<file path="config.mk">
export PLATFORM = sky130hd
export DESIGN_NAME = masked_byte_pattern_search
export DESIGN_NICKNAME = d
export VERILOG_FILES = /design/src/hw/rtl/mbps_pkg.sv /design/src/hw/rtl/mbps_csr.sv /design/src/hw/rtl/mbps_scan.sv /design/src/hw/rtl/mbps_out_buf.sv /design/src/hw/rtl/masked_byte_pattern_search.sv
export VERILOG_INCLUDE_DIRS = /design/src /design/src/hw/rtl
export SDC_FILE = /design/constraint.sdc
export NUM_CORES = 2
export LEC_CHECK = 0
export BUFFER_PORTS_ARGS = -buffer_cell sky130_fd_sc_hd__buf_2
export CORE_AREA = 2 2 320 386
export CTS_CLUSTER_DIAMETER = 120
export DETAILED_ROUTE_END_ITERATION = 16
export DIE_AREA = 0 0 322 388
export PLACE_DENSITY = 0.54
export RECOVER_POWER = 100
export SLEW_MARGIN = 30
export SYNTH_ARGS = -nofsm -noshare
export SYNTH_HDL_FRONTEND = slang
export SYNTH_SLANG_ARGS = --single-unit
</file>
<file path="constraint.sdc">
create_clock -name clock -period 21.3 [get_ports clock]
set_clock_uncertainty 0.2 [all_clocks]
set_input_delay 1.065 -clock clock [delete_from_list [all_inputs] [get_ports clock]]
set_output_delay 1.065 -clock clock [all_outputs]
set_load 0.02 [all_outputs]
</file>
<file path="src/hw/rtl/masked_byte_pattern_search_defines.svh">
// ----------------------------------------------------------------------------
// masked_byte_pattern_search assertion macros
// Shared concurrent assertion forms for the pattern search RTL.
// ----------------------------------------------------------------------------
`ifndef MASKED_BYTE_PATTERN_SEARCH_DEFINES_SVH
`define MASKED_BYTE_PATTERN_SEARCH_DEFINES_SVH

// same-cycle implication
`define MBPS_ASSERT_NOW(label, clk, rst, ante, cons) \
   label: assert property (@(posedge clk) disable iff (rst) (ante) |-> (cons)) \
      else $error("assertion failed: same-cycle check");

// next-cycle implication
`define MBPS_ASSERT_NEXT(label, clk, rst, ante, cons) \
   label: assert property (@(posedge clk) disable iff (rst) (ante) |=> (cons)) \
      else $error("assertion failed: next-cycle check");

`endif

</file>
<file path="src/hw/rtl/mbps_pkg.sv">
// ----------------------------------------------------------------------------
// mbps_pkg
// Types and constants shared by the masked byte pattern search block.
// ----------------------------------------------------------------------------
`timescale 1ns / 1ps

package mbps_pkg;

   localparam int MAX_PATTERN_BYTES = 16;
   localparam int OFFSET_BITS       = 32;
   localparam int REG_BYTES         = 16;
   localparam int LEN_BITS          = 5;
   localparam int ALIGN_BITS        = 2;
   localparam int COUNT_BITS        = 16;
   localparam int CSR_DATA_BITS     = 64;
   localparam int CSR_INDEX_BITS    = 3;
   localparam int WIN_IDX_BITS      = $clog2(MAX_PATTERN_BYTES);

   localparam logic [COUNT_BITS-1:0] COUNT_MAX = '1;

   // register indexes
   localparam logic [CSR_INDEX_BITS-1:0] REG_PATTERN_LOW  = 3'd0;
   localparam logic [CSR_INDEX_BITS-1:0] REG_PATTERN_HIGH = 3'd1;
   localparam logic [CSR_INDEX_BITS-1:0] REG_MASK_LOW     = 3'd2;
   localparam logic [CSR_INDEX_BITS-1:0] REG_MASK_HIGH    = 3'd3;
   localparam logic [CSR_INDEX_BITS-1:0] REG_LENGTH       = 3'd4;
   localparam logic [CSR_INDEX_BITS-1:0] REG_ALIGN        = 3'd5;
   localparam logic [CSR_INDEX_BITS-1:0] REG_LIMIT        = 3'd6;

   typedef struct packed {
      logic [REG_BYTES-1:0][7:0] pattern;
      logic [REG_BYTES-1:0][7:0] mask;
      logic [LEN_BITS-1:0]       length;
      logic [ALIGN_BITS-1:0]     align_log2;
      logic [COUNT_BITS-1:0]     limit;
   } cfg_type;

   typedef struct packed {
      logic [7:0] data_byte;
      logic       last_byte;
   } req_type;

   typedef struct packed {
      logic [OFFSET_BITS-1:0] match_offset;
      logic                   match_valid;
      logic                   scan_done;
      logic [COUNT_BITS-1:0]  total_matches;
   } rsp_type;

endpackage

</file>
<file path="src/hw/rtl/mbps_csr.sv">
// ----------------------------------------------------------------------------
// mbps_csr
// Configuration registers: pattern, masks, length, alignment, result limit.
// ----------------------------------------------------------------------------
`timescale 1ns / 1ps

module mbps_csr (
   input  logic                                   clock,
   input  logic                                   reset,
   input  logic                                   csr_wr_en,
   input  logic [mbps_pkg::CSR_INDEX_BITS-1:0]    csr_index,
   input  logic [mbps_pkg::CSR_DATA_BITS-1:0]     csr_wdata,
   output mbps_pkg::cfg_type                      cfg
);

   mbps_pkg::cfg_type cfg_ff, cfg_in;

   always_comb begin
      cfg_in = cfg_ff;
      if (csr_wr_en) begin
         unique case (csr_index)
            mbps_pkg::REG_PATTERN_LOW:  cfg_in.pattern[7:0]  = csr_wdata;
            mbps_pkg::REG_PATTERN_HIGH: cfg_in.pattern[15:8] = csr_wdata;
            mbps_pkg::REG_MASK_LOW:     cfg_in.mask[7:0]     = csr_wdata;
            mbps_pkg::REG_MASK_HIGH:    cfg_in.mask[15:8]    = csr_wdata;
            mbps_pkg::REG_LENGTH:
               cfg_in.length = csr_wdata[mbps_pkg::LEN_BITS-1:0];
            mbps_pkg::REG_ALIGN:
               cfg_in.align_log2 = csr_wdata[mbps_pkg::ALIGN_BITS-1:0];
            mbps_pkg::REG_LIMIT:
               cfg_in.limit = csr_wdata[mbps_pkg::COUNT_BITS-1:0];
            default: ;  // unmapped index, ignored
         endcase
      end
   end

   always_ff @(posedge clock) begin
      if (reset) begin
         cfg_ff <= '0;
      end else begin
         cfg_ff <= cfg_in;
      end
   end

   assign cfg = cfg_ff;

endmodule

</file>
<file path="src/hw/rtl/mbps_scan.sv">
// ----------------------------------------------------------------------------
// mbps_scan
// Input register, byte window, masked compare and scan position tracking.
// ----------------------------------------------------------------------------
`timescale 1ns / 1ps
`include "masked_byte_pattern_search_defines.svh"

module mbps_scan (
   input  logic               clock,
   input  logic               reset,
   input  mbps_pkg::cfg_type  cfg,
   input  logic               req_valid,
   output logic               req_ready,
   input  mbps_pkg::req_type  req_payload,
   input  logic               push_space,
   output logic               push_valid,
   output mbps_pkg::rsp_type  push_data
);

   localparam int W   = mbps_pkg::OFFSET_BITS;
   localparam int LB  = mbps_pkg::LEN_BITS;
   localparam int MPB = mbps_pkg::MAX_PATTERN_BYTES;
   localparam int CB  = mbps_pkg::COUNT_BITS;

   logic                  in_valid_ff;
   mbps_pkg::req_type     in_word_ff;

   logic [MPB-1:0][7:0]   window_ff, window_in;
   logic [W:0]            pos_ff, pos_in;
   logic [W-1:0]          next_start_ff, next_start_in;
   logic [CB-1:0]         count_ff, count_in;
   logic                  limit_ff, limit_in;

   logic                  advance;
   logic [MPB-1:0][7:0]   win_next;
   logic [LB-1:0]         eff_len;
   logic [2:0]            amask;
   logic [3:0]            align_val;
   logic                  cur_ok;
   logic [W:0]            diff;
   logic [W-1:0]          start;
   logic                  candidate;
   logic                  bytes_ok;
   logic                  found;
   logic [W:0]            end_raw;
   logic [W:0]            end_aligned;
   logic [W-1:0]          end_sat;
   logic [CB-1:0]         count_new;
   logic                  end_of_image;
   logic                  scan_idle;

   assign advance   = in_valid_ff && push_space;
   assign req_ready = !in_valid_ff || push_space;

   // input register
   always_ff @(posedge clock) begin
      if (reset) begin
         in_valid_ff <= 1'b0;
      end else if (req_valid && req_ready) begin
         in_valid_ff <= 1'b1;
      end else if (advance) begin
         in_valid_ff <= 1'b0;
      end
   end

   always_ff @(posedge clock) begin
      if (req_valid && req_ready) begin
         in_word_ff <= req_payload;
      end
   end

   always_comb begin
      win_next[0] = in_word_ff.data_byte;
      for (int k = 1; k < MPB; k++) begin
         win_next[k] = window_ff[k-1];
      end
   end

   // lengths above the pattern store size act as the store size
   always_comb begin
      eff_len = cfg.length;
      if (eff_len > LB'(mbps_pkg::REG_BYTES)) eff_len = LB'(mbps_pkg::REG_BYTES);
      if (eff_len > LB'(MPB)) eff_len = LB'(MPB);
   end

   assign align_val = 4'd1 << cfg.align_log2;
   assign amask     = 3'(align_val - 4'd1);

   assign cur_ok = !pos_ff[W];
   // bit W set means the candidate start would be negative
   assign diff   = {1'b0, pos_ff[W-1:0]} + (W+1)'(1) - (W+1)'(eff_len);
   assign start  = diff[W-1:0];

   assign candidate = cur_ok && (eff_len != '0) && !limit_ff && !diff[W] &&
                      ((start[2:0] & amask) == 3'd0) && (start >= next_start_ff);

   // pattern byte j lines up with window slot len-1-j
   always_comb begin
      logic [LB-1:0] slot;
      bytes_ok = 1'b1;
      for (int j = 0; j < MPB; j++) begin
         slot = eff_len - LB'(1) - LB'(j);
         if ((LB'(j) < eff_len) &&
             ((cfg.pattern[j] & cfg.mask[j]) !=
              (win_next[slot[mbps_pkg::WIN_IDX_BITS-1:0]] & cfg.mask[j]))) begin
            bytes_ok = 1'b0;
         end
      end
   end

   assign found = advance && candidate && bytes_ok;

   // next candidate: end of match rounded up to alignment, saturated
   assign end_raw     = {1'b0, start} + (W+1)'(eff_len) + (W+1)'(amask);
   assign end_aligned = end_raw & ~((W+1)'(amask));
   assign end_sat     = end_aligned[W] ? '1 : end_aligned[W-1:0];

   assign count_new = (found && (count_ff != mbps_pkg::COUNT_MAX)) ?
                      count_ff + CB'(1) : count_ff;

   always_comb begin
      window_in     = window_ff;
      pos_in        = pos_ff;
      next_start_in = next_start_ff;
      count_in      = count_ff;
      limit_in      = limit_ff;
      if (advance) begin
         if (in_word_ff.last_byte) begin
            window_in     = '0;
            pos_in        = '0;
            next_start_in = '0;
            count_in      = '0;
            limit_in      = 1'b0;
         end else begin
            window_in = win_next;
            if (cur_ok) pos_in = pos_ff + (W+1)'(1);
            if (found) begin
               next_start_in = end_sat;
               count_in      = count_new;
               if ((cfg.limit != '0) && (count_new >= cfg.limit)) limit_in = 1'b1;
            end
         end
      end
   end

   always_ff @(posedge clock) begin
      if (reset) begin
         window_ff     <= '0;
         pos_ff        <= '0;
         next_start_ff <= '0;
         count_ff      <= '0;
         limit_ff      <= 1'b0;
      end else begin
         window_ff     <= window_in;
         pos_ff        <= pos_in;
         next_start_ff <= next_start_in;
         count_ff      <= count_in;
         limit_ff      <= limit_in;
      end
   end

   assign push_valid = advance && (found || in_word_ff.last_byte);

   always_comb begin
      push_data               = '0;
      push_data.match_offset  = found ? start : '0;
      push_data.match_valid   = found;
      push_data.scan_done     = in_word_ff.last_byte;
      push_data.total_matches = count_new;
   end

   assign end_of_image = advance && in_word_ff.last_byte;
   assign scan_idle    = (pos_ff == '0) && (count_ff == '0) && !limit_ff;

   `MBPS_ASSERT_NOW(a_match_needs_length, clock, reset, found, eff_len != '0)
   `MBPS_ASSERT_NOW(a_match_aligned, clock, reset, found, (start[2:0] & amask) == 3'd0)
   `MBPS_ASSERT_NEXT(a_last_clears_scan, clock, reset, end_of_image, scan_idle)

endmodule

</file>
<file path="src/hw/rtl/mbps_out_buf.sv">
// ----------------------------------------------------------------------------
// mbps_out_buf
// Result register with one skid entry between the scan logic and rsp port.
// ----------------------------------------------------------------------------
`timescale 1ns / 1ps
`include "masked_byte_pattern_search_defines.svh"

module mbps_out_buf (
   input  logic               clock,
   input  logic               reset,
   input  logic               push_valid,
   input  mbps_pkg::rsp_type  push_data,
   output logic               push_space,
   output logic               rsp_valid,
   input  logic               rsp_ready,
   output mbps_pkg::rsp_type  rsp_payload
);

   logic              out_valid_ff, out_valid_in;
   logic              skid_valid_ff, skid_valid_in;
   mbps_pkg::rsp_type out_word_ff, out_word_in;
   mbps_pkg::rsp_type skid_word_ff, skid_word_in;
   logic              pop;
   logic              out_stall;

   assign pop        = out_valid_ff && rsp_ready;
   assign push_space = !(out_valid_ff && skid_valid_ff);
   assign out_stall  = out_valid_ff && !rsp_ready;

   always_comb begin
      out_valid_in  = out_valid_ff;
      skid_valid_in = skid_valid_ff;
      out_word_in   = out_word_ff;
      skid_word_in  = skid_word_ff;
      if (!out_valid_ff || pop) begin
         if (skid_valid_ff) begin
            out_word_in   = skid_word_ff;
            out_valid_in  = 1'b1;
            skid_word_in  = push_data;
            skid_valid_in = push_valid;
         end else begin
            out_word_in  = push_data;
            out_valid_in = push_valid;
         end
      end else if (push_valid) begin
         skid_word_in  = push_data;
         skid_valid_in = 1'b1;
      end
   end

   always_ff @(posedge clock) begin
      if (reset) begin
         out_valid_ff  <= 1'b0;
         skid_valid_ff <= 1'b0;
      end else begin
         out_valid_ff  <= out_valid_in;
         skid_valid_ff <= skid_valid_in;
      end
   end

   always_ff @(posedge clock) begin
      out_word_ff  <= out_word_in;
      skid_word_ff <= skid_word_in;
   end

   assign rsp_valid   = out_valid_ff;
   assign rsp_payload = out_word_ff;

   `MBPS_ASSERT_NOW(a_skid_behind_out, clock, reset, skid_valid_ff, out_valid_ff)
   `MBPS_ASSERT_NOW(a_no_push_when_full, clock, reset, push_valid, !(out_valid_ff && skid_valid_ff))
   `MBPS_ASSERT_NEXT(a_rsp_held, clock, reset, out_stall, out_valid_ff && $stable(out_word_ff))

endmodule

</file>
<file path="src/hw/rtl/masked_byte_pattern_search.sv">
// Path: a word accepted on req is held in the input register, then its result is
//   registered in the result register (or skid entry) before rsp_valid rises.
// Throughput: one word per cycle while the result buffer has space; the masked
//   compare over the 16-byte window and the position update lie between the registers.
// Reset: synchronous, active high; clears scan state, buffers and all config registers.
// ----------------------------------------------------------------------------
// masked_byte_pattern_search
// Streams an image byte per word and reports aligned masked pattern matches.
// ----------------------------------------------------------------------------
`timescale 1ns / 1ps

module masked_byte_pattern_search (
   input  logic                                clock,
   input  logic                                reset,
   input  logic                                req_valid,
   output logic                                req_ready,
   input  mbps_pkg::req_type                   req_payload,
   output logic                                rsp_valid,
   input  logic                                rsp_ready,
   output mbps_pkg::rsp_type                   rsp_payload,
   input  logic                                csr_wr_en,
   input  logic [mbps_pkg::CSR_INDEX_BITS-1:0] csr_index,
   input  logic [mbps_pkg::CSR_DATA_BITS-1:0]  csr_wdata
);

   mbps_pkg::cfg_type cfg;
   logic              push_valid;
   logic              push_space;
   mbps_pkg::rsp_type push_data;

   mbps_csr u_csr (
      .clock     (clock),
      .reset     (reset),
      .csr_wr_en (csr_wr_en),
      .csr_index (csr_index),
      .csr_wdata (csr_wdata),
      .cfg       (cfg)
   );

   mbps_scan u_scan (
      .clock       (clock),
      .reset       (reset),
      .cfg         (cfg),
      .req_valid   (req_valid),
      .req_ready   (req_ready),
      .req_payload (req_payload),
      .push_space  (push_space),
      .push_valid  (push_valid),
      .push_data   (push_data)
   );

   mbps_out_buf u_out_buf (
      .clock       (clock),
      .reset       (reset),
      .push_valid  (push_valid),
      .push_data   (push_data),
      .push_space  (push_space),
      .rsp_valid   (rsp_valid),
      .rsp_ready   (rsp_ready),
      .rsp_payload (rsp_payload)
   );

endmodule

</file>
==> flow_summary.ini <==
[clocking]
insertion_delay_ns = 0.67
cts_sinks = 593
h-tree-depth = 3
hold_buffers = 0
clk_pin_slew_worst_paths_ns = 0.06
cts-buffers-inserted = 72
cts_tree = yes
cts_root_buf = clkbuf_16
clk_path_buf_depth = 3
cts-resized-gates = 0
post_cts_buffers = 0

[synthesis]
syn_nets = 4576
ys_types = 88
postSynthCellCount = 4362
yosys.area_share.simple = 0.1962
synthArstFlopShare = 0
synth.avg_cell_area_um2 = 8.292
ys_ff_latch = 593
synth_fa_ha_area_frac = 0.04684
synth_top_family_by_area = simple AND/OR/NAND/NOR gates
yosysWarnings = 0
synth_area_um2 = 36170
synth.area.top_cells = dfxtp_1 27%, nand2_1 10%, edfxtp_1 9.0%
synth.largest_area_cell = dfxtp_1
synth_most_common_cell = nand2_1
synth_xor_area_frac = 0.04833
synth_top_area_frac = 0.2679
synth_top_flop_cell = dfxtp_1
synth_edf_count = 109
synthMuxAreaShare = 0.1248
seq_area_frac_synth = 0.3584
synth_compound_area_frac = 0.1806
synth_commonest_cells = 1006 x nand2_1, 522 x a21oi_1, 484 x dfxtp_1

[detailed_routing]
routed_wl_um = 135300
remaining_drc_errors = 0
wl_per_cell_um = 22.65
drt_iter0_drc = 2825
ant_nets = 0
routed_via_density = 5.485
dr_total_vias = 32767
drtPass1Iterations = 6

[floorplan]
num_rows = 140
die-area_um2 = 124900
coreArea_um2 = 120900
die_h_um = 388
start_util = 0.2993
die_w_um = 322
io_pins = 133

[global_routing]
use_met3 = 0.04178
met1_usage = 0.2617
grt_pass1_vias = 30699
use_met2 = 0.3419
grt_max_degree = 88
grt_pass1_wl_um = 199600
gr-usage-all-layers = 0.2101
antenna_found_initial = 11
top_usage_layer = met2
grt_overflow = 0

[timing]
fmax_ghz = 0.06612
max_slew_margin = -1.693
hold_violations = 0
setup_tns_ns = 0
rsz0062_at_grt = false
slew_viol_final = 828
setup_violations = 0
worst_slew_pin_slew_ns = 4.040
timing.final.ws_setup_ns = 6.177
finalCriticalPeriod_ns = 15.12
finalCritPeriodShare = 0.7100

[power_and_ir_drop]
p_switching_w = 0.0007614
pwr-share-clk = 0.486
p_leak_nw = 14.93
ir_drop_mv = 0.05484
swShare = 0.2656
p_int_w = 0.002105
comb_power_share = 0.103
power_density_nw_per_um2 = 70.17
power_frac_seq = 0.411

[final_layout]
fin_nets = 4566
drive_above_1_share = 0.09365
syn_to_final_growth_pct = 12.94

[worst_setup_path]
critPathMaxStageDelay_ns = 2.58
crit_family = buffers and inverters
cp_max_fo = 58
critPathSlowestCell = nand2b_1
cp_data_required_time_ns = 21.28
critPathKind = flop to flop
cp-start-kind = flop
crit_path_end_kind = flop
cp_num_buf_inv = 5
crit_arrival_ns = 15.10

[run_status]
violations = capacitance limit, slew limit
status = finished, violations left

[placed_design]
port_buffers = 132
pre_cts_ws_ns = 10.90
gp_congestion = 0.9702
post-dp-hpwl_um = 96670

[min_path]
hold_class = flop to flop

[job]
drv_cap = 14
## power groups by stage
stage	combinational, W	sequential (W)	clock (W)
global route	0.000316	0.00118	0.00146
finish	0.000295	0.00118	0.00139
global placement	0.000291	0.00120	0
detailed placement	0.000293	0.00120	0
floorplan	0.000187	0.00120	0
CTS	0.000294	0.00118	0.00142
## cell usage in the layout, fill, tap and decap left out, types with 78 or more instances in the layout
cell,n
nand3_1,78
mux2i_1,273
inv_1,130
o21ai_0,91
edfxtp_1,109
a21oi_1,521
dfxtp_1,482
nand2_1,1004
xnor2_1,112
buf_2,80
nor2_1,193
ha_1,128
## flip-flops by register name, summed over array words and instances (netlist names), 8 cells and up
name	count
u_scan.win_next	120
u_csr.cfg	279
u_out_buf.rsp_payload	50
u_scan.pos_ff	33
u_out_buf.skid_word_ff	50
u_scan.in_word_ff	8
u_scan.next_start_ff	32
u_scan.count_ff	16
## layout make-up
| cell class | instances | area (µm²) |
|---|---|---|
| Timing Repair Buffer | 192 | 989.7 |
| Clock buffer | 86 | 1967 |
| Antenna cell | 2 | 5.005 |
| Tap cell | 1562 | 1954 |
| Inverter | 138 | 521.8 |
| Multi-Input combinational cell | 3355 | 21760 |
| Fill cell | 12782 | 80010 |
| Sequential cell | 593 | 12970 |
| Clock inverter | 46 | 686.9 |
## final timing paths
path | start | to | slack, ns | depth (start not counted)
hold reg to reg | u_scan.next_start_ff[31] | u_scan.next_start_ff[31] | 0.24 | 2
setup / recovery | u_csr.cfg[22] | u_out_buf.skid_word_ff[39] | 6.18 | 28
hold / removal | u_scan.next_start_ff[31] | u_scan.next_start_ff[31] | 0.24 | 2
setup reg to reg | u_csr.cfg[22] | u_out_buf.skid_word_ff[39] | 6.18 | 28
## metal layers
| metal | vias up | wire length (µm) |
|---|---|---|
| met5 | - | 92 |
| met4 | 14 | 8034 |
| met3 | 326 | 9709 |
| met2 | 1152 | 62660 |
| met1 | 15787 | 54780 |
| li1 | 15488 | - |
## cells by family after synthesis
logic type               after synthesis
flip-flops                           593
XOR/XNOR                             194
buffers and inverters                414
multiplexers                         381
adder cells (fa/ha/maj)              133
AO/OA/AOI/OAI                       1039
AND/OR/NAND/NOR                     1608
## tightest hold or removal path, cell delays in order (launching register included)
cell	delay [ns]
dfxtp_1	0.31
nand2_1	0.05
nand2_1	0.04
## per-stage QoR
| stage | util | hold WS (ns) | total power [W] | cells | area, µm² |
|---|---|---|---|---|---|
| finish | 0.3380 | 0.2401 | 0.002866 | 5974 | 40850 |
| global route | 0.3380 | 0.2595 | 0.002958 | 5972 | 40850 |
| CTS | 0.3391 | 0.2425 | 0.002890 | 5971 | 40990 |
| detailed placement | 0.3172 | 0.2356 | 0.001494 | 5839 | 38340 |
| global placement | 0.3164 | 0.2301 | 0.001492 | 5837 | 38250 |
| floorplan | - | 0.2156 | 0.001387 | 4362 | 36170 |
Note: power is estimated with default switching activity, not from simulation.
